`config.mk`:
```
export PLATFORM = sky130hd
export DESIGN_NAME = ev_longitudinal_energy_model_top_flat
export DESIGN_NICKNAME = d
export VERILOG_FILES = /design/src/rtl/elm_pkg.sv /design/src/rtl/elm_if.sv /design/src/rtl/elm_mul.sv /design/src/rtl/elm_div.sv /design/src/rtl/elm_core.sv /design/src/rtl/ev_longitudinal_energy_model_top.sv /design/src/flat_wrapper.sv
export VERILOG_INCLUDE_DIRS = /design/src /design/src/rtl
export SDC_FILE = /design/constraint.sdc
export NUM_CORES = 2
export LEC_CHECK = 0
export ABC_AREA = 1
export BUFFER_PORTS_ARGS = -buffer_cell sky130_fd_sc_hd__buf_2
export CELL_PAD_IN_SITES_DETAIL_PLACEMENT = 1
export CELL_PAD_IN_SITES_GLOBAL_PLACEMENT = 2
export CORE_MARGIN = 5
export CORE_UTILIZATION = 40
export DETAILED_ROUTE_END_ITERATION = 12
export PLACE_DENSITY_LB_ADDON = 0.1
export SETUP_SLACK_MARGIN = 0.2
export SYNTH_ARGS = -nofsm -noshare
export SYNTH_HDL_FRONTEND = slang
export SYNTH_HIERARCHICAL = 1
export SYNTH_SLANG_ARGS = --single-unit
```
`constraint.sdc`:
```
create_clock -name clk_i -period 14.7 [get_ports clk_i]
set_input_delay 0 -clock clk_i [delete_from_list [all_inputs] [get_ports clk_i]]
set_output_delay 0 -clock clk_i [all_outputs]
set_load 0.1 [all_outputs]
```
`src/rtl/ev_longitudinal_energy_model_top_assert.svh`:
```
// Assertion macros for the longitudinal energy model.
// Included by the RTL files that check their own logic; needs clk_i and rst_ni in scope.
`ifndef EV_LONGITUDINAL_ENERGY_MODEL_TOP_ASSERT_SVH
`define EV_LONGITUDINAL_ENERGY_MODEL_TOP_ASSERT_SVH
`ifndef NO_ASSERTIONS
`define ELM_ASSERT(lbl, prop) \
  lbl: assert property (@(posedge clk_i) disable iff (!rst_ni) prop) \
    else $error("elm assertion failed");
`define ELM_ASSERT_ALWAYS(lbl, prop) \
  lbl: assert property (@(posedge clk_i) prop) \
    else $error("elm assertion failed");
`else
`define ELM_ASSERT(lbl, prop)
`define ELM_ASSERT_ALWAYS(lbl, prop)
`endif
`endif

```
`src/rtl/elm_pkg.sv`:
```
// Package of the longitudinal energy model: types, constants and mode tables.
// Used by elm_core and the top level; depends on nothing.
`default_nettype none
package elm_pkg;

  localparam int unsigned ADC_BITS_DEF = 12;

  localparam int unsigned MUL_AW = 48;
  localparam int unsigned MUL_BW = 24;
  localparam int unsigned DIV_DW = 48;
  localparam int unsigned DIV_VW = 24;

  localparam logic [17:0] SPEED_MAX    = 18'd180000;
  localparam logic [17:0] SPEED_DRIVE  = 18'd500;
  localparam logic [35:0] ENERGY_MAX   = 36'd60000000000;
  localparam logic [35:0] ENERGY_RESET = 36'd48000000000;
  localparam logic [22:0] UWH_PER_SOC  = 23'd6000000;
  localparam logic [13:0] SOC_MIN_SEED = 14'd500;
  localparam logic [13:0] SOC_DEF_SEED = 14'd8000;
  localparam logic [13:0] SOC_MAX      = 14'd10000;

  localparam logic [2:0] REG_DRIVE_MODE      = 3'd0;
  localparam logic [2:0] REG_TORQUE_CUT      = 3'd1;
  localparam logic [2:0] REG_OVERRIDE_ENABLE = 3'd2;
  localparam logic [2:0] REG_OVERRIDE_SPEED  = 3'd3;
  localparam logic [2:0] REG_INITIAL_SOC     = 3'd4;

  localparam logic [1:0] MODE_ECO   = 2'd0;
  localparam logic [1:0] MODE_STD   = 2'd1;
  localparam logic [1:0] MODE_SPORT = 2'd2;

  typedef enum logic [1:0] {
    VS_PARKED = 2'd0,
    VS_DRIVE  = 2'd1,
    VS_FAULT  = 2'd2
  } vstate_e;

  typedef enum logic [3:0] {
    ST_IDLE, ST_MD, ST_DD, ST_MB, ST_DB, ST_DT, ST_MV, ST_DV,
    ST_ME1, ST_ME2, ST_DE, ST_DS, ST_DR, ST_DONE
  } seq_state_e;

  typedef struct packed {
    logic [1:0]  drive_mode;
    logic        torque_cut;
    logic        override_enable;
    logic [17:0] override_speed;
    logic        seed_we;
    logic [13:0] seed_soc;
  } cfg_t;

  // Torque scale times 25, in 0.1 Nm per full pedal.
  function automatic logic [11:0] torque_k(input logic [1:0] mode);
    logic [11:0] k;
    unique case (mode)
      MODE_ECO:   k = 12'd1625;
      MODE_SPORT: k = 12'd3375;
      default:    k = 12'd2500;
    endcase
    return k;
  endfunction

  function automatic logic [11:0] regen_k(input logic [1:0] mode);
    logic [11:0] k;
    unique case (mode)
      MODE_ECO:   k = 12'd3000;
      MODE_SPORT: k = 12'd1875;
      default:    k = 12'd2500;
    endcase
    return k;
  endfunction

endpackage
`default_nettype wire

```
`src/rtl/elm_if.sv`:
```
// Valid/ready channel interfaces for tick samples and tick results.
// Stand-alone; used by the core and the top level.
`default_nettype none
interface elm_in_if;
  logic        valid;
  logic        ready;
  logic [11:0] accel_sample;
  logic [11:0] brake_sample;
  logic [11:0] temp_sample;
  logic [9:0]  tick_ms;
  logic        fault_request;

  modport source(output valid, accel_sample, brake_sample, temp_sample, tick_ms,
                 fault_request, input ready);
  modport sink(input valid, accel_sample, brake_sample, temp_sample, tick_ms,
               fault_request, output ready);
endinterface

interface elm_out_if;
  logic               valid;
  logic               ready;
  logic signed [12:0] torque_out;
  logic [17:0]        speed_out;
  logic [1:0]         vehicle_state;
  logic [13:0]        soc_out;
  logic [11:0]        range_out;
  logic [10:0]        temp_out;

  modport source(output valid, torque_out, speed_out, vehicle_state, soc_out,
                 range_out, temp_out, input ready);
  modport sink(input valid, torque_out, speed_out, vehicle_state, soc_out,
               range_out, temp_out, output ready);
endinterface
`default_nettype wire

```
`src/rtl/elm_mul.sv`:
```
// Shift-add multiplier that takes one multiplier bit per cycle.
// Depends on nothing but its parameters.
`default_nettype none
module elm_mul #(
  parameter int unsigned AW = 48,
  parameter int unsigned BW = 24
) (
  input  wire logic          clk_i,
  input  wire logic          rst_ni,
  input  wire logic          start_i,
  input  wire logic [AW-1:0] a_i,
  input  wire logic [BW-1:0] b_i,
  output logic               done_o,
  output logic [AW-1:0]      p_o
);
  localparam int unsigned CW = $clog2(BW + 1);

  logic [AW-1:0] acc_q, a_q;
  logic [BW-1:0] b_q;
  logic [CW-1:0] cnt_q;
  logic          busy_q, done_q;

  always_ff @(posedge clk_i or negedge rst_ni) begin
    if (!rst_ni) begin
      busy_q <= 1'b0;
      done_q <= 1'b0;
      cnt_q  <= '0;
    end else begin
      done_q <= busy_q && (cnt_q == CW'(1));
      if (start_i) begin
        busy_q <= 1'b1;
        cnt_q  <= CW'(BW);
      end else if (busy_q) begin
        cnt_q <= cnt_q - CW'(1);
        if (cnt_q == CW'(1)) begin
          busy_q <= 1'b0;
        end
      end
    end
  end

  always_ff @(posedge clk_i) begin
    if (start_i) begin
      acc_q <= '0;
      a_q   <= a_i;
      b_q   <= b_i;
    end else if (busy_q) begin
      if (b_q[0]) begin
        acc_q <= acc_q + a_q;
      end
      a_q <= {a_q[AW-2:0], 1'b0};
      b_q <= {1'b0, b_q[BW-1:1]};
    end
  end

  assign done_o = done_q;
  assign p_o    = acc_q;
endmodule
`default_nettype wire

```
`src/rtl/elm_div.sv`:
```
// Restoring divider that produces one quotient bit per cycle.
// Depends on nothing but its parameters.
`default_nettype none
module elm_div #(
  parameter int unsigned DW = 48,
  parameter int unsigned VW = 24
) (
  input  wire logic          clk_i,
  input  wire logic          rst_ni,
  input  wire logic          start_i,
  input  wire logic [DW-1:0] n_i,
  input  wire logic [VW-1:0] d_i,
  output logic               done_o,
  output logic [DW-1:0]      q_o
);
  localparam int unsigned CW = $clog2(DW + 1);

  logic [DW-1:0] n_q;
  logic [VW-1:0] r_q, d_q;
  logic [CW-1:0] cnt_q;
  logic          busy_q, done_q;
  logic [VW:0]   r_try;
  logic          q_bit;

  assign r_try = {r_q, n_q[DW-1]};
  assign q_bit = r_try >= {1'b0, d_q};

  always_ff @(posedge clk_i or negedge rst_ni) begin
    if (!rst_ni) begin
      busy_q <= 1'b0;
      done_q <= 1'b0;
      cnt_q  <= '0;
    end else begin
      done_q <= busy_q && (cnt_q == CW'(1));
      if (start_i) begin
        busy_q <= 1'b1;
        cnt_q  <= CW'(DW);
      end else if (busy_q) begin
        cnt_q <= cnt_q - CW'(1);
        if (cnt_q == CW'(1)) begin
          busy_q <= 1'b0;
        end
      end
    end
  end

  always_ff @(posedge clk_i) begin
    if (start_i) begin
      n_q <= n_i;
      r_q <= '0;
      d_q <= d_i;
    end else if (busy_q) begin
      r_q <= q_bit ? VW'(r_try - {1'b0, d_q}) : r_try[VW-1:0];
      n_q <= {n_q[DW-2:0], q_bit};
    end
  end

  assign done_o = done_q;
  assign q_o    = n_q;
endmodule
`default_nettype wire

```
`src/rtl/elm_core.sv`:
```
// Tick sequencer and state of the energy model, with the result register.
// Depends on elm_pkg, elm_if, elm_mul, elm_div and the assertion header.
`default_nettype none
`include "ev_longitudinal_energy_model_top_assert.svh"
module elm_core
  import elm_pkg::*;
#(
  parameter int unsigned ADC_BITS = ADC_BITS_DEF
) (
  input  wire logic  clk_i,
  input  wire logic  rst_ni,
  input  wire cfg_t  cfg_i,
  elm_in_if.sink     in_if,
  elm_out_if.source  out_if
);
  localparam int unsigned FS      = (1 << ADC_BITS) - 1;
  localparam int unsigned HALF_FS = FS / 2;
  localparam logic [16:0] FS17    = 17'(FS);

  function automatic logic [11:0] sat(input logic [11:0] s);
    return ({5'd0, s} > FS17) ? FS17[11:0] : s;
  endfunction

  seq_state_e state_q, state_d;
  logic       kick_q;

  logic [11:0] a_q, b_q, t_q;
  logic [9:0]  tick_q;
  logic [11:0] drive_q, brake_q;
  logic [10:0] temp_q;
  logic        sgn_q;
  logic [17:0] speed_q;
  logic [35:0] energy_q;
  vstate_e     vs_q;
  logic [13:0] soc_q;

  logic               out_valid_q;
  logic signed [12:0] o_torque_q;
  logic [17:0]        o_speed_q;
  logic [1:0]         o_state_q;
  logic [13:0]        o_soc_q;
  logic [11:0]        o_range_q;
  logic [10:0]        o_temp_q;

  logic                mul_start, mul_done, div_start, div_done;
  logic [MUL_AW-1:0]   mul_a, mul_p;
  logic [MUL_BW-1:0]   mul_b;
  logic [DIV_DW-1:0]   div_n, div_q;
  logic [DIV_VW-1:0]   div_d;

  logic signed [21:0] num0;
  logic [20:0]        num_mag;
  logic signed [17:0] e0;
  logic [16:0]        e_mag;
  logic signed [19:0] speed_new;
  logic signed [37:0] energy_new;
  logic [13:0]        seed_soc;
  logic               accept, emit;

  assign accept = in_if.valid && in_if.ready;
  assign emit   = (state_q == ST_DONE) && (!out_valid_q || out_if.ready);

  assign num0 = $signed(22'(drive_q) * 22'd180) - $signed(22'(brake_q) * 22'd280)
              - $signed(22'(speed_q) * 22'd3);
  assign num_mag = num0[21] ? 21'(-num0) : num0[20:0];
  assign e0 = $signed(18'(brake_q) * 18'd9) - 18'sd15000 - $signed(18'(drive_q) * 18'd14);
  assign e_mag = e0[17] ? 17'(-e0) : e0[16:0];

  assign speed_new = sgn_q ? $signed({2'b0, speed_q}) - $signed({5'b0, div_q[14:0]})
                           : $signed({2'b0, speed_q}) + $signed({5'b0, div_q[14:0]});
  assign energy_new = sgn_q ? $signed({2'b0, energy_q}) - $signed({13'b0, div_q[24:0]})
                            : $signed({2'b0, energy_q}) + $signed({13'b0, div_q[24:0]});

  assign seed_soc = (cfg_i.seed_soc < SOC_MIN_SEED) ? SOC_DEF_SEED :
                    (cfg_i.seed_soc > SOC_MAX) ? SOC_MAX : cfg_i.seed_soc;

  always_comb begin
    mul_a = '0;
    mul_b = '0;
    unique case (state_q)
      ST_MD:   begin mul_a = MUL_AW'(a_q);     mul_b = MUL_BW'(torque_k(cfg_i.drive_mode)); end
      ST_MB:   begin mul_a = MUL_AW'(b_q);     mul_b = MUL_BW'(regen_k(cfg_i.drive_mode));  end
      ST_MV:   begin mul_a = MUL_AW'(num_mag); mul_b = MUL_BW'(tick_q);  end
      ST_ME1:  begin mul_a = MUL_AW'(e_mag);   mul_b = MUL_BW'(speed_q); end
      ST_ME2:  begin mul_a = mul_p;            mul_b = MUL_BW'(tick_q);  end
      default: begin mul_a = '0;               mul_b = '0;               end
    endcase
  end

  always_comb begin
    div_n = '0;
    div_d = '0;
    unique case (state_q)
      ST_DD, ST_DB: begin
        div_n = mul_p + DIV_DW'(HALF_FS);
        div_d = DIV_VW'(FS);
      end
      ST_DT: begin
        div_n = DIV_DW'(t_q) * DIV_DW'(1200) + DIV_DW'(HALF_FS);
        div_d = DIV_VW'(FS);
      end
      ST_DV: begin
        div_n = mul_p + DIV_DW'(25000);
        div_d = DIV_VW'(50000);
      end
      ST_DE: begin
        div_n = mul_p + DIV_DW'(180000);
        div_d = DIV_VW'(360000);
      end
      ST_DS: begin
        div_n = DIV_DW'(energy_q) + DIV_DW'(UWH_PER_SOC >> 1);
        div_d = DIV_VW'(UWH_PER_SOC);
      end
      ST_DR: begin
        div_n = DIV_DW'({soc_q, 1'b0}) + DIV_DW'(2);
        div_d = DIV_VW'(5);
      end
      default: begin
        div_n = '0;
        div_d = '0;
      end
    endcase
  end

  assign mul_start = kick_q && (state_q == ST_MD || state_q == ST_MB ||
                     (state_q == ST_MV && !cfg_i.override_enable) ||
                     state_q == ST_ME1 || state_q == ST_ME2);
  assign div_start = kick_q && (state_q == ST_DD || state_q == ST_DB || state_q == ST_DT ||
                     state_q == ST_DV || state_q == ST_DE || state_q == ST_DS ||
                     state_q == ST_DR);

  always_comb begin
    state_d = state_q;
    unique case (state_q)
      ST_IDLE: if (accept) state_d = ST_MD;
      ST_MD:   if (mul_done) state_d = ST_DD;
      ST_DD:   if (div_done) state_d = ST_MB;
      ST_MB:   if (mul_done) state_d = ST_DB;
      ST_DB:   if (div_done) state_d = ST_DT;
      ST_DT:   if (div_done) state_d = ST_MV;
      ST_MV: begin
        if (cfg_i.override_enable && kick_q) begin
          state_d = ST_ME1;
        end else if (mul_done) begin
          state_d = ST_DV;
        end
      end
      ST_DV:   if (div_done) state_d = ST_ME1;
      ST_ME1:  if (mul_done) state_d = ST_ME2;
      ST_ME2:  if (mul_done) state_d = ST_DE;
      ST_DE:   if (div_done) state_d = ST_DS;
      ST_DS:   if (div_done) state_d = ST_DR;
      ST_DR:   if (div_done) state_d = ST_DONE;
      ST_DONE: if (emit) state_d = ST_IDLE;
      default: state_d = ST_IDLE;
    endcase
  end

  always_ff @(posedge clk_i or negedge rst_ni) begin
    if (!rst_ni) begin
      state_q <= ST_IDLE;
      kick_q  <= 1'b0;
    end else begin
      state_q <= state_d;
      kick_q  <= state_d != state_q;
    end
  end

  always_ff @(posedge clk_i or negedge rst_ni) begin
    if (!rst_ni) begin
      speed_q     <= '0;
      energy_q    <= ENERGY_RESET;
      vs_q        <= VS_PARKED;
      out_valid_q <= 1'b0;
    end else begin
      if (cfg_i.seed_we) begin
        energy_q <= 36'(seed_soc) * 36'(UWH_PER_SOC);
      end
      if (accept && in_if.fault_request) begin
        vs_q <= VS_FAULT;
      end
      if (state_q == ST_MV && kick_q && cfg_i.override_enable) begin
        speed_q <= (cfg_i.override_speed > SPEED_MAX) ? SPEED_MAX : cfg_i.override_speed;
      end
      if (state_q == ST_DV && div_done) begin
        if (speed_new < 0) begin
          speed_q <= '0;
        end else if (speed_new > $signed({2'b0, SPEED_MAX})) begin
          speed_q <= SPEED_MAX;
        end else begin
          speed_q <= speed_new[17:0];
        end
      end
      if (state_q == ST_ME1 && kick_q) begin
        if (speed_q > SPEED_DRIVE) begin
          vs_q <= VS_DRIVE;
        end else if (vs_q != VS_FAULT) begin
          vs_q <= VS_PARKED;
        end
      end
      if (state_q == ST_DE && div_done) begin
        if (energy_new < 0) begin
          energy_q <= '0;
        end else if (energy_new > $signed({2'b0, ENERGY_MAX})) begin
          energy_q <= ENERGY_MAX;
        end else begin
          energy_q <= energy_new[35:0];
        end
      end
      if (emit) begin
        out_valid_q <= 1'b1;
      end else if (out_if.ready) begin
        out_valid_q <= 1'b0;
      end
    end
  end

  always_ff @(posedge clk_i) begin
    if (accept) begin
      a_q    <= (in_if.fault_request || vs_q == VS_FAULT) ? 12'd0 : sat(in_if.accel_sample);
      b_q    <= sat(in_if.brake_sample);
      t_q    <= sat(in_if.temp_sample);
      tick_q <= in_if.tick_ms;
    end
    if (state_q == ST_DD && div_done) begin
      drive_q <= cfg_i.torque_cut ? 12'd0 : div_q[11:0];
    end
    if (state_q == ST_DB && div_done) begin
      brake_q <= div_q[11:0];
    end
    if (state_q == ST_DT && div_done) begin
      temp_q <= div_q[10:0];
    end
    if (state_q == ST_MV && kick_q) begin
      sgn_q <= num0[21];
    end
    if (state_q == ST_ME1 && kick_q) begin
      sgn_q <= e0[17];
    end
    if (state_q == ST_DS && div_done) begin
      soc_q <= div_q[13:0];
    end
    if (emit) begin
      o_range_q  <= div_q[11:0];
      o_torque_q <= $signed(13'({1'b0, drive_q}) - 13'({1'b0, brake_q}));
      o_speed_q  <= speed_q;
      o_state_q  <= vs_q;
      o_soc_q    <= soc_q;
      o_temp_q   <= temp_q;
    end
  end

  elm_mul #(.AW(MUL_AW), .BW(MUL_BW)) u_mul (
    .clk_i  (clk_i),
    .rst_ni (rst_ni),
    .start_i(mul_start),
    .a_i    (mul_a),
    .b_i    (mul_b),
    .done_o (mul_done),
    .p_o    (mul_p)
  );

  elm_div #(.DW(DIV_DW), .VW(DIV_VW)) u_div (
    .clk_i  (clk_i),
    .rst_ni (rst_ni),
    .start_i(div_start),
    .n_i    (div_n),
    .d_i    (div_d),
    .done_o (div_done),
    .q_o    (div_q)
  );

  assign in_if.ready          = state_q == ST_IDLE;
  assign out_if.valid         = out_valid_q;
  assign out_if.torque_out    = o_torque_q;
  assign out_if.speed_out     = o_speed_q;
  assign out_if.vehicle_state = o_state_q;
  assign out_if.soc_out       = o_soc_q;
  assign out_if.range_out     = o_range_q;
  assign out_if.temp_out      = o_temp_q;

  `ELM_ASSERT(a_accept_busy, accept |=> !in_if.ready)
  `ELM_ASSERT(a_speed_max, speed_q <= SPEED_MAX)
  `ELM_ASSERT_ALWAYS(a_energy_max, energy_q <= ENERGY_MAX)
  `ELM_ASSERT(a_units_exclusive, !(mul_start && div_start))
endmodule
`default_nettype wire

```
`src/rtl/ev_longitudinal_energy_model_top.sv`:
```
// Channel   Dir  Handshake      Payload
// in_if     in   valid/ready    accel, brake, temp samples, tick_ms, fault_request
// out_if    out  valid/ready    torque, speed, state, soc, range, temp
// apb       in   psel/penable   drive_mode, torque_cut, override, initial_soc
// A tick runs five 24-step multiplies on one shift-add multiplier and seven 48-step
// divides on one restoring divider; the speed override skips the speed multiply and divide.
// A new tick is taken once the previous one has left the sequencer, while its result
// still waits in the output register. Reset seeds the pack energy at 80 percent SOC;
// writing initial_soc reseeds it at once.
// Top level: APB register file around the core. Depends on elm_pkg, elm_if and elm_core.
`default_nettype none
module ev_longitudinal_energy_model_top
  import elm_pkg::*;
#(
  parameter int unsigned ADC_BITS = ADC_BITS_DEF
) (
  input  wire logic        clk_i,
  input  wire logic        rst_ni,
  elm_in_if.sink           in_if,
  elm_out_if.source        out_if,
  input  wire logic        psel,
  input  wire logic        penable,
  input  wire logic        pwrite,
  input  wire logic [4:0]  paddr,
  input  wire logic [31:0] pwdata,
  output logic [31:0]      prdata,
  output logic             pready
);
  logic [1:0]  drive_mode_q;
  logic        torque_cut_q, override_enable_q;
  logic [17:0] override_speed_q;
  logic [13:0] initial_soc_q;
  logic        wr;
  logic [2:0]  idx;
  cfg_t        cfg;

  assign pready = 1'b1;
  assign wr     = psel && penable && pwrite;
  assign idx    = paddr[4:2];

  always_ff @(posedge clk_i or negedge rst_ni) begin
    if (!rst_ni) begin
      drive_mode_q      <= MODE_STD;
      torque_cut_q      <= 1'b0;
      override_enable_q <= 1'b0;
      override_speed_q  <= '0;
      initial_soc_q     <= SOC_DEF_SEED;
    end else if (wr) begin
      unique case (idx)
        REG_DRIVE_MODE:      drive_mode_q      <= pwdata[1:0];
        REG_TORQUE_CUT:      torque_cut_q      <= pwdata[0];
        REG_OVERRIDE_ENABLE: override_enable_q <= pwdata[0];
        REG_OVERRIDE_SPEED:  override_speed_q  <= pwdata[17:0];
        REG_INITIAL_SOC:     initial_soc_q     <= pwdata[13:0];
        default: ;
      endcase
    end
  end

  always_comb begin
    unique case (idx)
      REG_DRIVE_MODE:      prdata = 32'(drive_mode_q);
      REG_TORQUE_CUT:      prdata = 32'(torque_cut_q);
      REG_OVERRIDE_ENABLE: prdata = 32'(override_enable_q);
      REG_OVERRIDE_SPEED:  prdata = 32'(override_speed_q);
      REG_INITIAL_SOC:     prdata = 32'(initial_soc_q);
      default:             prdata = '0;
    endcase
  end

  assign cfg.drive_mode      = drive_mode_q;
  assign cfg.torque_cut      = torque_cut_q;
  assign cfg.override_enable = override_enable_q;
  assign cfg.override_speed  = override_speed_q;
  assign cfg.seed_we         = wr && (idx == REG_INITIAL_SOC);
  assign cfg.seed_soc        = pwdata[13:0];

  elm_core #(.ADC_BITS(ADC_BITS)) u_core (
    .clk_i (clk_i),
    .rst_ni(rst_ni),
    .cfg_i (cfg),
    .in_if (in_if),
    .out_if(out_if)
  );
endmodule
`default_nettype wire

```
`src/flat_wrapper.sv`:
```
// flat-port wrapper written by rule: the top's interface ports become plain ports
module ev_longitudinal_energy_model_top_flat import elm_pkg::*;
#(
  parameter int unsigned ADC_BITS = ADC_BITS_DEF
)
  (clk_i, rst_ni, psel, penable, pwrite, paddr, pwdata, prdata, pready, in_if_valid, in_if_accel_sample, in_if_brake_sample, in_if_temp_sample, in_if_tick_ms, in_if_fault_request, in_if_ready, out_if_valid, out_if_torque_out, out_if_speed_out, out_if_vehicle_state, out_if_soc_out, out_if_range_out, out_if_temp_out, out_if_ready);
  elm_in_if in_if_i ();
  elm_out_if out_if_i ();
  input  wire logic clk_i;
  input  wire logic rst_ni;
  input  wire logic psel;
  input  wire logic penable;
  input  wire logic pwrite;
  input  wire logic [4:0] paddr;
  input  wire logic [31:0] pwdata;
  output logic [31:0] prdata;
  output logic pready;
  input wire logic [$bits(in_if_i.valid)-1:0] in_if_valid;
  input wire logic [$bits(in_if_i.accel_sample)-1:0] in_if_accel_sample;
  input wire logic [$bits(in_if_i.brake_sample)-1:0] in_if_brake_sample;
  input wire logic [$bits(in_if_i.temp_sample)-1:0] in_if_temp_sample;
  input wire logic [$bits(in_if_i.tick_ms)-1:0] in_if_tick_ms;
  input wire logic [$bits(in_if_i.fault_request)-1:0] in_if_fault_request;
  output wire logic [$bits(in_if_i.ready)-1:0] in_if_ready;
  output wire logic [$bits(out_if_i.valid)-1:0] out_if_valid;
  output wire logic [$bits(out_if_i.torque_out)-1:0] out_if_torque_out;
  output wire logic [$bits(out_if_i.speed_out)-1:0] out_if_speed_out;
  output wire logic [$bits(out_if_i.vehicle_state)-1:0] out_if_vehicle_state;
  output wire logic [$bits(out_if_i.soc_out)-1:0] out_if_soc_out;
  output wire logic [$bits(out_if_i.range_out)-1:0] out_if_range_out;
  output wire logic [$bits(out_if_i.temp_out)-1:0] out_if_temp_out;
  input wire logic [$bits(out_if_i.ready)-1:0] out_if_ready;
  assign in_if_i.valid = in_if_valid;
  assign in_if_i.accel_sample = in_if_accel_sample;
  assign in_if_i.brake_sample = in_if_brake_sample;
  assign in_if_i.temp_sample = in_if_temp_sample;
  assign in_if_i.tick_ms = in_if_tick_ms;
  assign in_if_i.fault_request = in_if_fault_request;
  assign in_if_ready = in_if_i.ready;
  assign out_if_valid = out_if_i.valid;
  assign out_if_torque_out = out_if_i.torque_out;
  assign out_if_speed_out = out_if_i.speed_out;
  assign out_if_vehicle_state = out_if_i.vehicle_state;
  assign out_if_soc_out = out_if_i.soc_out;
  assign out_if_range_out = out_if_i.range_out;
  assign out_if_temp_out = out_if_i.temp_out;
  assign out_if_i.ready = out_if_ready;
  ev_longitudinal_energy_model_top #(.ADC_BITS(ADC_BITS)) u_core (.clk_i(clk_i), .rst_ni(rst_ni), .in_if(in_if_i), .out_if(out_if_i), .psel(psel), .penable(penable), .pwrite(pwrite), .paddr(paddr), .pwdata(pwdata), .prdata(prdata), .pready(pready));
endmodule
```
# After elaboration in Yosys (flattened, before gate mapping)

Cells that the tools add are included.
Widths: inputs -> output; s select.

Add/sub/neg operators: 21
Multipliers: 7
Order comparisons: 9
Equal/unequal tests: 23
Mux-type cells: 63
Reduce and logical (&&, ||, !) cells: 53

Operators with widths:

| cell                   | count |
|---|---|
| $pmux 48 s6            | 1 |
| $pmux 48 s5            | 1 |
| $mux 48                | 4 |
| $mux 36                | 4 |
| $pmux 23 s5            | 1 |
| $mux 18                | 5 |
| $pmux 18 s5            | 1 |
| $mux 24                | 3 |
| $pmux 18 s4            | 1 |
| $mux 4                 | 15 |
| $pmux 4 s14            | 1 |
| $add 48x11->48 const B | 1 |
| $add 48x15->48 const B | 1 |
| $add 48x18->48 const B | 1 |
| $add 48x48->48         | 1 |
| $pmux 12 s2            | 2 |
| $gt 38x37->1 const B   | 1 |
| $lt 38x1->1 const B    | 1 |
| $mux 38                | 1 |
| $add 36x22->37 const B | 1 |
| $add 36x25->37         | 1 |
| $sub 36x25->37         | 1 |
| $mul 12x6->18 const B  | 2 |
| $mul 14x16->29 const B | 1 |
| 55 further kinds       | 124 |

Register bits: 495
Input port bits: 91
Output and inout bits: 105
Logic and storage cells: 214

# Longest topological paths before layout

Depth in word-level cells: 9
Depth in mapped cells: 39

# Modules after synthesis

Netlist, hierarchy kept.

By module, submodules not included:

| module                           | instances | cells an instance | area each (µm²) | sequential area each (µm²) |
|---|---|---|---|---|
| elm_core                         | 1         | 5170              | 35202.5         | 6551.3 |
| elm_mul                          | 1         | 1487              | 9328.9          | 3298.2 |
| elm_div                          | 1         | 817               | 6129.6          | 2842.7 |
| ev_longitudinal_energy_model_top | 1         | 212               | 1848.0          | 909.6 |

# Least setup slack after synthesis

Ideal clock, no wire load.

Path type: register to register
Start point: register u_core.u_core.drive_q[2]
End point: register u_core.u_core.u_mul.a_q[14] (data pin)
Setup time: 253 ps
Arrival time: 5878 ps
Required time: 14447 ps
Slack: 8569 ps
Stages on the path, launching flop included: 34
Buffers on the path: 1
Path through: edfxtp_1 -> ha_1 -> ha_1 -> inv_1 -> fa_1 -> inv_1 -> ha_1 -> inv_1 -> fa_1 -> o21ai_0 -> a21oi_1 -> o21ai_0 -> a21o_1 -> a21oi_1 -> nor2_1 -> nor2_1 -> o21bai_1 -> a21oi_1 -> o21bai_1 -> xor2_1 -> fa_1 -> inv_1 -> ha_1 -> a21oi_1 -> nor2_1 -> a211oi_1 -> o21ai_2 -> xor2_2 -> buf_2 -> nand3_1 -> nand3_1 -> o211ai_1 -> nand2_1 -> nand2_1

Cells in the longest elaborated chain, start to end: 7
Elaborated cells on any way between the ends: 11
Classes of those cells: add/sub: 5; mul: 2; mux: 4

RTL lines:

| item                        | RTL line        | source |
|---|---|---|
| from (decl)                 | elm_core.sv:29  | `logic [11:0] drive_q, brake_q;` |
| from (signal assigned)      | elm_core.sv:226 | `drive_q <= cfg_i.torque_cut ? 12'd0 : div_q[11:0];` |
| $mul 12x6->18               | elm_core.sv:63  | `assign num0 = $signed(22'(drive_q) * 22'd180) - $signed(22'(brake_q) * 22'd280)` |
| $sub 20x21->22              | elm_core.sv:63  |  |
| $sub 22x21->22              | elm_core.sv:64  | `- $signed(22'(speed_q) * 22'd3);` |
| $neg 21->21                 | elm_core.sv:65  | `assign num_mag = num0[21] ? 21'(-num0) : num0[20:0];` |
| $mux 21                     | elm_core.sv:65  |  |
| $pmux 48 s5 (*)             | elm_core.sv:80  | `unique case (state_q)` |
| net u_core.u_core.mul_a[14] | elm_core.sv:46  | `logic [MUL_AW-1:0] mul_a, mul_p;` |
| $mux 48 (*)                 | elm_mul.sv:43   | `if (start_i) begin` |
| to (signal assigned)        | elm_mul.sv:45   | `a_q <= a_i;` |
| to (signal assigned)        | elm_mul.sv:51   | `a_q <= {a_q[AW-2:0], 1'b0};` |
| to (decl)                   | elm_mul.sv:18   | `logic [AW-1:0] acc_q, a_q;` |

The timed path passes the listed nets; every way through them passes the cells marked *.
A chain may end at the register's enable or synchronous reset.

# Worst setup path in the final report

Start point: register u_core.u_core.drive_q[1]
End point: register u_core.u_core.u_mul.a_q[9] (data pin)

The elaborated chain is that of the path after synthesis.

==> implementation parameters <==
Parameter                              Value

Clocking
  Clock sinks ... 495
  Post-CTS Hold Fix Bufs ... 103
  Later-pin clock latency in the skew report ... 690 ps
  Cell chosen for the clock root ... clkbuf_16
  Number of levels the H-tree was split into ... 3
  Post-CTS clock slew at the launch and capture registers of the worst setup and hold paths ... 60 ps
  Longest Clk Path Bufs ... 3
  Total clock buffers created by CTS ... 68
  Setup Buffers After CTS ... 0
  Clock tree from TritonCTS ... built
  Post-cts resize count ... 0

Pwr
  VDD IR max ... 0.000165 V
  Overall power of the completed layout ... 13.4 mW
  Static leakage ... 29.7 nW
  Areal power density over the cells ... 229 mW/mm^2

Global routing
  Total global routing overflow ... 0
  Via count of the first global-routing pass ... 53216
  Initial antenna violation count ... 11
  Overall global routing resource usage ... 29.8%
  Largest net degree at the start of global routing ... 77
  Global-route wire length before repair ... 317000 um

Timing
  Skew final ... 47.7 ps
  Hold Worst Slack ... 35.4 ps
  Highest Clock Rate ... 133 MHz
  Setup repair after global routing missed its margin ... no
  Pins Over Slew Limit ... 0
  Number of failing hold endpoints at the final stage ... 0
  Share of the clock period used by the worst path ... 51.0%
  Actual slew at the worst max-slew pin ... 1200 ps
  Post-route minimum period ... 7490 ps
  Setup TNS ... 0 ps
  Remaining max-slew budget at the tightest pin ... 20.0%
  Final Setup Violations ... 0

Logic synthesis
  Post-synthesis cell count ... 7686
  Yosys top cell area share ... 17.7%
  Number of distinct standard cells referenced by the synthesized netlist ... 75
  Commonest register cell after synthesis ... edfxtp_1
  Seq/Total Area, Yosys ... 25.9%
  Proportion of synthesized flip-flops having asynchronous set or reset ... 22.8%
  Number of synthesized register bits ... 495
  Netlist Area Pre-Place ... 0.0525 mm^2
  Leading cell types by count after synthesis ... nand2_1 (2042), inv_1 (1440), nor2_1 (790)
  Cell type contributing the most total cell area after synthesis ... edfxtp_1
  Dominant cells by area after synthesis ... edfxtp_1 (18%), nand2_1 (15%), ha_1 (12%)
  Post-synth EDFFs ... 310
  Most repeated cell in the gate-level netlist after synthesis ... nand2_1
  Total of warnings raised by yosys ... 6
  Mean cell area of the mapped netlist ... 6.83 um^2

Run status
  Outcome ... finished, final reports clean

Final layout
  Area growth syn-to-layout ... 11.3%
  Filler cells ... 16975
  Final net count ... 8681
  Proportion of layout cells with a drive suffix above 1 ... 6.05%

Worst setup path
  Minimum setup slack among reg-to-reg paths ... 7210 ps
  Kind of critical path ... register to register
  Crit end category ... register
  Data arrival time of the critical path ... 7940 ps
  CP required ... 15150 ps
  Setup crit start kind ... register
  Cell with the largest stage delay on the worst path ... xor2_2
  CP peak stage delay ... 680 ps
  Biggest fanout along the worst timing path ... 17

Job
  Max-cap violations ... 0

Die
  Chip width ... 372 um
  Ports ... 196
  Core Box Area ... 0.131 mm^2
  # rows ... 133
  Area of the die ... 0.139 mm^2
  Initial core utilization ... 40.1%
  DIE HEIGHT ... 372 um

Placement
  Final Wtd Congestion ... 0.937
  IO Port Bufs ... 164
  Post-DP HPWL ... 168000 um

Routing
  Remaining antenna violation count after routing ... 0
  Drt total wl ... 210000 um
  Initial detailed-routing violation count ... 3702
  Drc violations ... 0
  Avg WL per Cell ... 21.5 um
  Length of the first detailed-routing pass in iterations ... 5
  Number of vias after detailed routing ... 51833
  Vias per std cell ... 5.32

Min path
  Worst hold path class ... input pin to register
-- state kept, by name, summed over array words and instances (netlist names), 13 cells and up --
name,cells
u_core/initial_soc_q,14
u_core/u_core/u_mul/a_q,48
u_core/u_core/soc_q,14
u_core/u_core/u_mul/p_o,48
u_core/u_core/energy_q,36
u_core/u_core/out_if.soc_out,14
u_core/u_core/u_div/q_o,48
u_core/u_core/speed_q,18
u_core/u_core/out_if.torque_out,13
u_core/u_core/u_div/d_q,24
u_core/u_core/out_if.speed_out,18
u_core/override_speed_q,18
u_core/u_core/u_div/r_q,24
u_core/u_core/u_mul/b_q,24
-- critical path, delay by kind of cell, from the launching register on --
family                     cells  cell delay, ps
xor gates and xnor gates       3            1110
adders and majority gates      6            2300
buffers and inverters          3             180
and+or+nand+nor                8             740
AOI/OAI and AO/OA             12            2340
DFF                            1             560
-- worst paths after layout --
path | depth (start not counted) | from | to
worst max-delay path | 32 | u_core/u_core/drive_q[1] | u_core/u_core/u_mul/a_q[9]
worst min-delay path | 2 | in_if_brake_sample[11] | u_core/u_core/b_q[11]
worst max register to register | 32 | u_core/u_core/drive_q[1] | u_core/u_core/u_mul/a_q[9]
worst min register to register | 0 | u_core/u_core/temp_q[3] | u_core/u_core/out_if.temp_out[3]
min in group asynchronous | 3 | rst_ni | u_core/u_core/energy_q[9]
max in group asynchronous | 4 | rst_ni | u_core/u_core/speed_q[12]
-- cell type report --
cell class	count	area, um^2	share of cell area, %
clock inverter	35	357	0.610
clock buffer	91	1870	3.20
inverter	1467	5510	9.42
antenna	2	5.00	0.00856
tap	1755	2200	3.76
sequential	495	13600	23.3
multi-input combinational	5573	32600	55.8
timing repair buffer	320	2270	3.89
-- cells in the final DEF, fill, tap and decap left out, types with 53 or more instances in the layout --
cell              n
xnor2_1          56
nand3_1         445
xor2_1          139
dlygate4sd3_1   102
o21ai_0         349
inv_1          1436
nor3_1           97
nand4_1         103
buf_2           163
fa_1            164
clkbuf_16        70
nor2_1          785
buf_4            53
edfxtp_1        310
dfrtp_1          94
dfxtp_1          72
ha_1            501
nand2_1        2041
a21oi_1         422
-- per-layer routing --
layer	global-route usage, %	routed length [um]
met4	9.18	7040
met3	4.52	12100
met2	49.3	95100
met5	0	29
met1	40.3	95300
-- power breakdown --
group / leakage [nW] / switching (mW) / internal (mW)
combinational: 23.5 / 6.31 / 2.82
sequential: 5.09 / 0.577 / 2.00
clock: 1.07 / 0.718 / 0.961
-- logic make-up (layout without fill, tap and decap cells) --
| family | count (synthesis) | after routing | synth area share (%) |
|---|---|---|---|
| other | 3 | 25 | 0.0214 |
| adders and majority gates | 665 | 665 | 18.2 |
| xor gates and xnor gates | 198 | 198 | 3.35 |
| buffers and inverters | 1638 | 1913 | 12.2 |
| DFF | 495 | 495 | 25.9 |
| muxes | 1 | 1 | 0.0191 |
| AOI/OAI and AO/OA | 1073 | 1073 | 11.7 |
| and+or+nand+nor | 3613 | 3613 | 28.6 |
-- per-stage QoR --
| step | utilization, % | cell area [um^2] | worst slack [ps] | cells |
|---|---|---|---|---|
| after floorplan | - | 52600 | 8570 | 7706 |
| after global placement | 42.1 | 55200 | 7370 | 9507 |
| after detailed placement | 42.1 | 55200 | 7230 | 9507 |
| after CTS | 44.6 | 58500 | 7190 | 9736 |
| after global routing | 44.6 | 58500 | 6620 | 9736 |
| final | 44.6 | 58500 | 7210 | 9738 |
(Power assumes the default switching activity.)
